==> src/hdl/fir_dec_pkg.sv <==
// Shared constants and the tap coefficient table of the decimating FIR recorder.
`default_nettype none

package fir_dec_pkg;

   // Field widths
   localparam int SAMPLE_W   = 12;
   localparam int FACTOR_W   = 5;
   localparam int PHASE_W    = 4;
   localparam int INDEX_W    = 13;
   localparam int COEF_W     = 16;
   localparam int TAP_ADDR_W = 6;    // enough for the largest tap count
   localparam int ACC_W      = 32;
   localparam int FRAC_BITS  = 15;

   // Defaults and limits
   localparam int DEF_TAPS         = 45;
   localparam int DEF_RECORD_DEPTH = 8192;
   localparam int COEF_COUNT       = 45;
   localparam logic [FACTOR_W-1:0] FACTOR_RESET = 5'd4;
   localparam logic [FACTOR_W-1:0] FACTOR_MAX   = 5'd16;
   localparam logic [SAMPLE_W-1:0] SAMPLE_MAX   = 12'hFFF;

   // Q15 low-pass taps, newest sample first; taps past the table are zero
   function automatic logic signed [COEF_W-1:0] tap_coef(input logic [TAP_ADDR_W-1:0] t);
      logic signed [COEF_W-1:0] c;
      case (t)
         6'd0:  c = 16'sd731;
         6'd1:  c = 16'sd578;
         6'd2:  c = 16'sd527;
         6'd3:  c = 16'sd248;
         6'd4:  c = -16'sd213;
         6'd5:  c = -16'sd717;
         6'd6:  c = -16'sd1074;
         6'd7:  c = -16'sd1126;
         6'd8:  c = -16'sd822;
         6'd9:  c = -16'sd260;
         6'd10: c = 16'sd326;
         6'd11: c = 16'sd662;
         6'd12: c = 16'sd548;
         6'd13: c = -16'sd33;
         6'd14: c = -16'sd870;
         6'd15: c = -16'sd1576;
         6'd16: c = -16'sd1722;
         6'd17: c = -16'sd1009;
         6'd18: c = 16'sd590;
         6'd19: c = 16'sd2784;
         6'd20: c = 16'sd5030;
         6'd21: c = 16'sd6708;
         6'd22: c = 16'sd7329;
         6'd23: c = 16'sd6708;
         6'd24: c = 16'sd5030;
         6'd25: c = 16'sd2784;
         6'd26: c = 16'sd590;
         6'd27: c = -16'sd1009;
         6'd28: c = -16'sd1722;
         6'd29: c = -16'sd1576;
         6'd30: c = -16'sd870;
         6'd31: c = -16'sd33;
         6'd32: c = 16'sd548;
         6'd33: c = 16'sd662;
         6'd34: c = 16'sd326;
         6'd35: c = -16'sd260;
         6'd36: c = -16'sd822;
         6'd37: c = -16'sd1126;
         6'd38: c = -16'sd1074;
         6'd39: c = -16'sd717;
         6'd40: c = -16'sd213;
         6'd41: c = 16'sd248;
         6'd42: c = 16'sd527;
         6'd43: c = 16'sd578;
         6'd44: c = 16'sd731;
         default: c = '0;
      endcase
      return c;
   endfunction

endpackage

`default_nettype wire

==> src/hdl/fir_filter_decimate_recorder.sv <==
// Top level: Q15 FIR low-pass over a circular sample memory, with decimated record numbering.
//
//  channel   dir  handshake               payload
//  req_      in   req_tvalid/req_tready   req_tdata  {restart, sample}
//  rsp_      out  rsp_tvalid/rsp_tready   rsp_tdata  {record_full, record_index, kept, filtered}
//  csr_      in   csr_valid/csr_ready     csr_data   decimation_factor
//
// Each request reads the sample memory once per tap, then drains the multiply/accumulate
// pipeline, and finally clips the sum and loads it into the output register.
// A new request is taken as soon as the filter is idle, even while the previous result
// waits in the output register; the result load waits only if that register is still full.
// Reset is synchronous; per-entry valid bits make the sample memory read as zero at once.
`default_nettype none

module fir_filter_decimate_recorder #(
   parameter int TAPS         = fir_dec_pkg::DEF_TAPS,
   parameter int RECORD_DEPTH = fir_dec_pkg::DEF_RECORD_DEPTH
) (
   input  wire  logic                              clock,
   input  wire  logic                              reset,
   // request: [11:0] sample, [12] restart, [15:13] zero
   input  wire  logic [15:0]                       req_tdata,
   input  wire  logic                              req_tvalid,
   output logic                                    req_tready,
   // response: [11:0] filtered, [12] kept, [25:13] record_index, [26] record_full, [31:27] zero
   output logic [31:0]                             rsp_tdata,
   output logic                                    rsp_tvalid,
   input  wire  logic                              rsp_tready,
   // decimation factor write
   input  wire  logic [fir_dec_pkg::FACTOR_W-1:0]  csr_data,
   input  wire  logic                              csr_valid,
   output logic                                    csr_ready
);
   import fir_dec_pkg::*;

   localparam int IDX_W  = (TAPS > 1) ? $clog2(TAPS) : 1;
   localparam int CNT_W  = $clog2(RECORD_DEPTH + 1);
   localparam int PROD_W = COEF_W + SAMPLE_W + 1;
   localparam logic [IDX_W-1:0] LAST_IDX = IDX_W'(TAPS - 1);
   localparam logic [CNT_W-1:0] LAST_CNT = CNT_W'(RECORD_DEPTH - 1);
   localparam logic signed [ACC_W-1:0] ACC_TOP = ACC_W'(longint'(4095) << FRAC_BITS);

   typedef enum logic [1:0] {IDLE, RUN, DRAIN, FINISH} state_type;

   state_type                   state_ff;
   logic [FACTOR_W-1:0]         factor_ff;
   logic [IDX_W-1:0]            wpos_ff, wpos_in;
   logic [IDX_W-1:0]            ridx_ff;
   logic [IDX_W-1:0]            tap_ff;
   logic [TAPS-1:0]             valid_ff;
   logic [PHASE_W-1:0]          phase_ff, phase_in;
   logic [CNT_W-1:0]            count_ff, count_in;
   logic                        full_ff, full_in;
   logic                        kept_ff, kept_in;
   logic [INDEX_W-1:0]          rindex_ff, rindex_in;

   // MAC pipeline
   logic [SAMPLE_W-1:0]         dline_mem [TAPS];
   logic [SAMPLE_W-1:0]         rdata_ff;
   logic                        rvalid_ff;
   logic signed [COEF_W-1:0]    coef_ff;
   logic                        s1_ff, s2_ff;
   logic signed [PROD_W-1:0]    prod_ff, prod_in;
   logic signed [ACC_W-1:0]     acc_ff;
   logic [SAMPLE_W-1:0]         filtered_in;

   logic                        rsp_valid_ff;
   logic [31:0]                 rsp_data_ff;
   logic                        rsp_load;

   logic                        req_fire;
   logic [SAMPLE_W-1:0]         req_sample;
   logic                        req_restart;
   logic [FACTOR_W-1:0]         factor_eff;
   logic [FACTOR_W-1:0]         phase_next;
   logic                        hit;
   logic [CNT_W-1:0]            count_base;
   logic                        full_base;
   logic                        out_free;

   assign req_tready  = (state_ff == IDLE) && !reset;
   assign req_fire    = req_tvalid && req_tready;
   assign req_sample  = req_tdata[SAMPLE_W-1:0];
   assign req_restart = req_tdata[SAMPLE_W];
   assign csr_ready   = !reset;
   assign rsp_tvalid  = rsp_valid_ff;
   assign rsp_tdata   = rsp_data_ff;
   assign out_free    = !rsp_valid_ff || rsp_tready;
   assign rsp_load    = (state_ff == FINISH) && out_free;

   // Config register
   always_ff @(posedge clock) begin
      if (reset) begin
         factor_ff <= FACTOR_RESET;
      end else if (csr_valid) begin
         factor_ff <= csr_data;
      end
   end

   // Decimation and record window bookkeeping, resolved when the request is taken
   always_comb begin
      factor_eff = factor_ff;
      if (factor_ff == '0) factor_eff = FACTOR_W'(1);
      if (factor_ff > FACTOR_MAX) factor_eff = FACTOR_MAX;
      phase_next = FACTOR_W'(phase_ff) + FACTOR_W'(1);
      hit        = (phase_next >= factor_eff);
      count_base = req_restart ? '0 : count_ff;
      full_base  = req_restart ? 1'b0 : full_ff;
      phase_in   = hit ? '0 : phase_next[PHASE_W-1:0];
      count_in   = count_base;
      full_in    = full_base;
      kept_in    = 1'b0;
      rindex_in  = '0;
      if (hit && (count_base <= LAST_CNT)) begin
         kept_in   = 1'b1;
         rindex_in = INDEX_W'(count_base);
         count_in  = count_base + CNT_W'(1);
         if (count_base == LAST_CNT) full_in = 1'b1;
      end
      wpos_in = (wpos_ff == LAST_IDX) ? '0 : wpos_ff + IDX_W'(1);
   end

   // Sample memory: one write on acceptance, one registered read per tap
   always_ff @(posedge clock) begin
      if (req_fire) dline_mem[wpos_ff] <= req_sample;
      rdata_ff <= dline_mem[ridx_ff];
   end

   // Multiply stage and clip
   always_comb begin
      prod_in = PROD_W'(coef_ff * $signed({1'b0, rvalid_ff ? rdata_ff : '0}));
      if (acc_ff < 0)            filtered_in = '0;
      else if (acc_ff > ACC_TOP) filtered_in = SAMPLE_MAX;
      else                       filtered_in = acc_ff[FRAC_BITS +: SAMPLE_W];
   end

   // Datapath registers
   always_ff @(posedge clock) begin
      rvalid_ff <= valid_ff[ridx_ff];
      coef_ff   <= tap_coef(TAP_ADDR_W'(tap_ff));
      prod_ff   <= prod_in;
      if (req_fire) begin
         acc_ff <= '0;
      end else if (s2_ff) begin
         acc_ff <= acc_ff + ACC_W'(prod_ff);
      end
   end

   // Control state and response register
   always_ff @(posedge clock) begin
      if (reset) begin
         state_ff     <= IDLE;
         wpos_ff      <= '0;
         ridx_ff      <= '0;
         tap_ff       <= '0;
         valid_ff     <= '0;
         phase_ff     <= '0;
         count_ff     <= '0;
         full_ff      <= 1'b0;
         kept_ff      <= 1'b0;
         rindex_ff    <= '0;
         s1_ff        <= 1'b0;
         s2_ff        <= 1'b0;
         rsp_valid_ff <= 1'b0;
         rsp_data_ff  <= '0;
      end else begin
         s1_ff <= (state_ff == RUN);
         s2_ff <= s1_ff;
         // output register: load wins over the drain of the previous response
         if (rsp_load) begin
            rsp_valid_ff <= 1'b1;
         end else if (rsp_tready) begin
            rsp_valid_ff <= 1'b0;
         end
         unique case (state_ff)
            IDLE: begin
               if (req_fire) begin
                  valid_ff[wpos_ff] <= 1'b1;
                  ridx_ff   <= wpos_ff;
                  tap_ff    <= '0;
                  wpos_ff   <= wpos_in;
                  phase_ff  <= phase_in;
                  count_ff  <= count_in;
                  full_ff   <= full_in;
                  kept_ff   <= kept_in;
                  rindex_ff <= rindex_in;
                  state_ff  <= RUN;
               end
            end
            RUN: begin
               // walk back from the newest sample, one tap per cycle
               ridx_ff <= (ridx_ff == '0) ? LAST_IDX : ridx_ff - IDX_W'(1);
               tap_ff  <= tap_ff + IDX_W'(1);
               if (tap_ff == LAST_IDX) state_ff <= DRAIN;
            end
            DRAIN: begin
               if (!s1_ff && !s2_ff) state_ff <= FINISH;
            end
            FINISH: begin
               if (rsp_load) begin
                  rsp_data_ff  <= {5'd0, full_ff, rindex_ff, kept_ff, filtered_in};
                  state_ff     <= IDLE;
               end
            end
            default: state_ff <= IDLE;
         endcase
      end
   end

endmodule

`default_nettype wire
==> config.mk <==
export PLATFORM = sky130hd
export DESIGN_NAME = fir_filter_decimate_recorder
export DESIGN_NICKNAME = d
export VERILOG_FILES = /design/src/hdl/fir_dec_pkg.sv /design/src/hdl/fir_filter_decimate_recorder.sv
export SDC_FILE = /design/constraint.sdc
export NUM_CORES = 1
export LEC_CHECK = 0
export BUFFER_PORTS_ARGS = -buffer_cell sky130_fd_sc_hd__buf_2
export CORE_ASPECT_RATIO = 0.5
export CORE_MARGIN = 5
export CORE_UTILIZATION = 65
export CTS_CLUSTER_DIAMETER = 40
export DETAILED_ROUTE_END_ITERATION = 8
export GPL_TIMING_DRIVEN = 0
export PLACE_DENSITY = 0.82
export SKIP_CTS_REPAIR_TIMING = 1
export SLEW_MARGIN = 15
export SYNTH_ARGS = -nofsm -noshare
export SYNTH_HDL_FRONTEND = slang
export SYNTH_SLANG_ARGS = --single-unit
==> constraint.sdc <==
create_clock -name clock -period 9.4 [get_ports clock]
set_clock_uncertainty 0.15 [all_clocks]
set_input_delay 0.94 -clock clock [delete_from_list [all_inputs] [get_ports clock]]
set_output_delay 0.94 -clock clock [all_outputs]
set_load 0.1 [all_outputs]
==> results by group <==
Worst setup path
  – Crit. End Element: flop
  – Largest stage delay, worst path: 0.59 ns
  – Max stage delay cell, worst path: fa_1
  – Setup CP Type: flop to flop
  – CP arrival: 7.23 ns
  – Crit. path cell count: 21
  – CP delay by family, top: adder cells
  – Reg2reg path depth: 21
  – Worst Path Required: 9.76 ns
  – CP Max Fanout: 10
  – Critical path launch point type: flop
  – Crit path cell chain: clkbuf_1 > and2_1 > clkbuf_1 > nand2_1 > fa_1 > fa_1 > fa_1 > inv_1 > fa_1 > inv_1 > fa_1 > inv_1 > ha_1 > o21a_1 > nor2_1 > a31oi_1 > and4_1 > o2111ai_1 > a31oi_1 > nand3_1 > o211ai_1
  – Reg2Reg Setup Slack: 2.53 ns
  – Worst path bufs/invs: 5
  – Crit-path most repeated cell: fa_1

Synth
  – Synth cell types: 78
  – Synth top area share: 42.4%
  – Warnings from Yosys: 0
  – Register area share after synthesis: 54.0%
  – Avg Inst Size Synth: 13.3 sq um
  – Yosys top cell by area: edfxtp_1
  – Top_reg_cell synth: edfxtp_1
  – Cell Area, Synth: 38200 sq um
  – Commonest cells post-synth: 540 x edfxtp_1, 275 x inv_1, 229 x nand2_1
  – Post-Syn Instances: 2874
  – Synthesis-stage register bit count: 761
  – FFs w/ async S/R, synth: 0%
  – Post-synth EDFFs: 540
  – Synth area leaders: edfxtp_1 42%, dfxtp_1 12%, mux4_2 11%, fa_1 8.6%, ha_1 4.0%
  – Count leader, synth: edfxtp_1

STA
  – # setup viols final: 0
  – Slew @ Worst Pin: 1.23 ns
  – RSZ-0062 raised after global routing: no
  – Final WS setup: 2.53 ns
  – Max Freq: 145 MHz
  – Final worst-path cycle share: 73.1%
  – Max-slew headroom: 17.6%
  – Final Hold Viols: 0
  – Hold slack final: 0.308 ns
  – Slew Viols, Final: 0
  – Setup tns final: 0 ns
  – Final min period: 6.87 ns

Floorplanning
  – I/O pin cnt: 61
  – Die Height: 181 microns
  – Initial core utilization: 66.1%
  – Die X: 353 microns
  – Num rows: 62
  – Core Box Area: 57800 sq um
  – Die ar.: 64000 sq um

Drt
  – DRT Pass-1 Iters: 9
  – Via count: 25955
  – DR iter-0 viols: 4047
  – Routed WL per cell: 27.7 microns
  – Vias per inst: 6.78
  – Final ANT Viol Nets: 0
  – Total wire length: 106000 microns
  – Residual DRC: 16

Placement
  – Post-DP HPWL: 67900 microns
  – Port bufs: 50
  – Gpl congestion: 0.934
  – Placement Setup Slack: 2.73 ns

Status
  – Violated checks: DRC
  – Outcome: complete, but fails checks

Finish
  – Final Net Count: 3315
  – P&R area growth vs syn: 10.1%
  – Ratio of cells with drive above 1 in the final layout: 14.6%

CTS
  – Clock slew at reported path FFs: 0.07 ns
  – Clock Sinks: 761
  – CTS buffer count: 66
  – Root Buffer: clkbuf_16
  – H-tree depth: 3
  – Worst skew pair latency: 0.62 ns
  – CTS tree: built
  – CTS Buffer Depth: 3

Power
  – Peak VDD IR: 0.160 mV
  – Leakage power: 15.7 nW
  – PD cells: 217 nW/um^2

Global routing
  – Vias in the first global route: 25776
  – First-pass GRT wire length: 161000 microns
  – Total track usage: 33.3%
  – Initial antenna violation count: 2
  – Global route overflow: 0
  – Largest net degree at the start of global routing: 46

Hold path
  – Worst Hold Class: flop to flop
  – Worst hold path depth: 2

Run
  – Max cap viols: 0
## worst paths after layout
| kind | startpoint | end |
|---|---|---|
| hold / removal | rsp_tdata[24]$_SDFFE_PP0P_ | rsp_tdata[24]$_SDFFE_PP0P_ |
| hold reg to reg | rsp_tdata[24]$_SDFFE_PP0P_ | rsp_tdata[24]$_SDFFE_PP0P_ |
| setup / recovery | rvalid_ff$_DFF_P_ | prod_ff[27]$_DFF_P_ |
| setup reg to reg | rvalid_ff$_DFF_P_ | prod_ff[27]$_DFF_P_ |
## worst reg2reg max path, stage by stage (launching register included)
cell and delay, ns:
dfxtp_1 0.45, clkbuf_1 0.34, and2_1 0.22, clkbuf_1 0.51
nand2_1 0.18, fa_1 0.59, fa_1 0.45, fa_1 0.50
inv_1 0.06, fa_1 0.58, inv_1 0.07, fa_1 0.55
inv_1 0.07, ha_1 0.31, o21a_1 0.16, nor2_1 0.04
a31oi_1 0.45, and4_1 0.33, o2111ai_1 0.17, a31oi_1 0.30
nand3_1 0.12, o211ai_1 0.15
## through the flow
stage                     instances  power (mW)  util (%)  instance area, sq um
final                          3829        9.12      72.8                 42000
after global routing           3825        9.43      72.7                 42000
after CTS                      3824        9.05      72.6                 42000
after detailed placement       3702        6.05      68.5                 39600
after global placement         3696        5.98      68.2                 39400
after floorplan                2878        5.33         -                 38200
## power by group
group          switching (mW)  internal, mW  leakage (nW)
clock                    1.34          1.69          1.17
sequential              0.132          3.72          6.65
combinational            1.42         0.825          7.88
## sequential cells by signal, indices dropped and copies added (netlist names), 2 cells and up
| name | cells |
|---|---|
| dline_mem | 540 |
| valid_ff | 45 |
| acc_ff | 32 |
| prod_ff | 29 |
| rsp_tdata | 27 |
| coef_ff | 14 |
| count_ff | 14 |
| rindex_ff | 13 |
| rdata_ff | 12 |
| ridx_ff | 6 |
| tap_ff | 6 |
| wpos_ff | 6 |
| factor_ff | 5 |
| phase_ff | 4 |
| state_ff | 2 |
## cell families after synthesis
family	Yosys count	synth area share (%)
AOI/OAI and AO/OA	432	7.32
xor gates and xnor gates	60	1.38
adders and majority gates	286	12.6
buffers and inverters	441	4.71
DFF	761	54.0
muxes	223	11.8
other	1	0.00982
and+or+nand+nor	670	8.20
## per-layer routing
metal  global-route usage, %  part of all wire (%)  routed length, microns
met5                       0                 0.012                      13
met4                    14.3                   5.6                    5900
met3                    9.40                    13                   13300
met2                    52.3                    45                   48200
met1                    44.5                    36                   38700
## layout by cell type, fill, tap and decap left out, types with 13 or more instances in the layout
master	n
edfxtp_1	540
inv_1	275
nand2_1	229
dfxtp_1	221
mux4_2	181
fa_1	164
nor2_1	148
ha_1	122
a21oi_1	118
clkbuf_1	113
and3_1	97
clkbuf_16	71
buf_2	69
o21ai_0	66
o21a_1	51
mux2i_1	42
nor2_2	42
nand3_1	37
a21o_1	36
xnor2_1	36
a211oi_1	30
xor2_1	24
a31oi_1	22
nor3_1	20
buf_1	19
o21ai_1	19
buf_6	17
nor2b_1	14
nand2b_1	13
o211ai_1	13
a22oi_1	13
nand4_1	13
## cell type report
type | instances | area (sq um)
Antenna cell | 4 | 10.0
Buffer | 164 | 761
Clock buffer | 85 | 1900
Clock inverter | 37 | 512
Fill cell | 3501 | 15700
Inverter | 277 | 1040
Multi-Input combinational cell | 1676 | 15900
Sequential cell | 761 | 20600
Tap cell | 768 | 961
Timing Repair Buffer | 57 | 340
No activity file was read; power rests on OpenSTA's default activity.
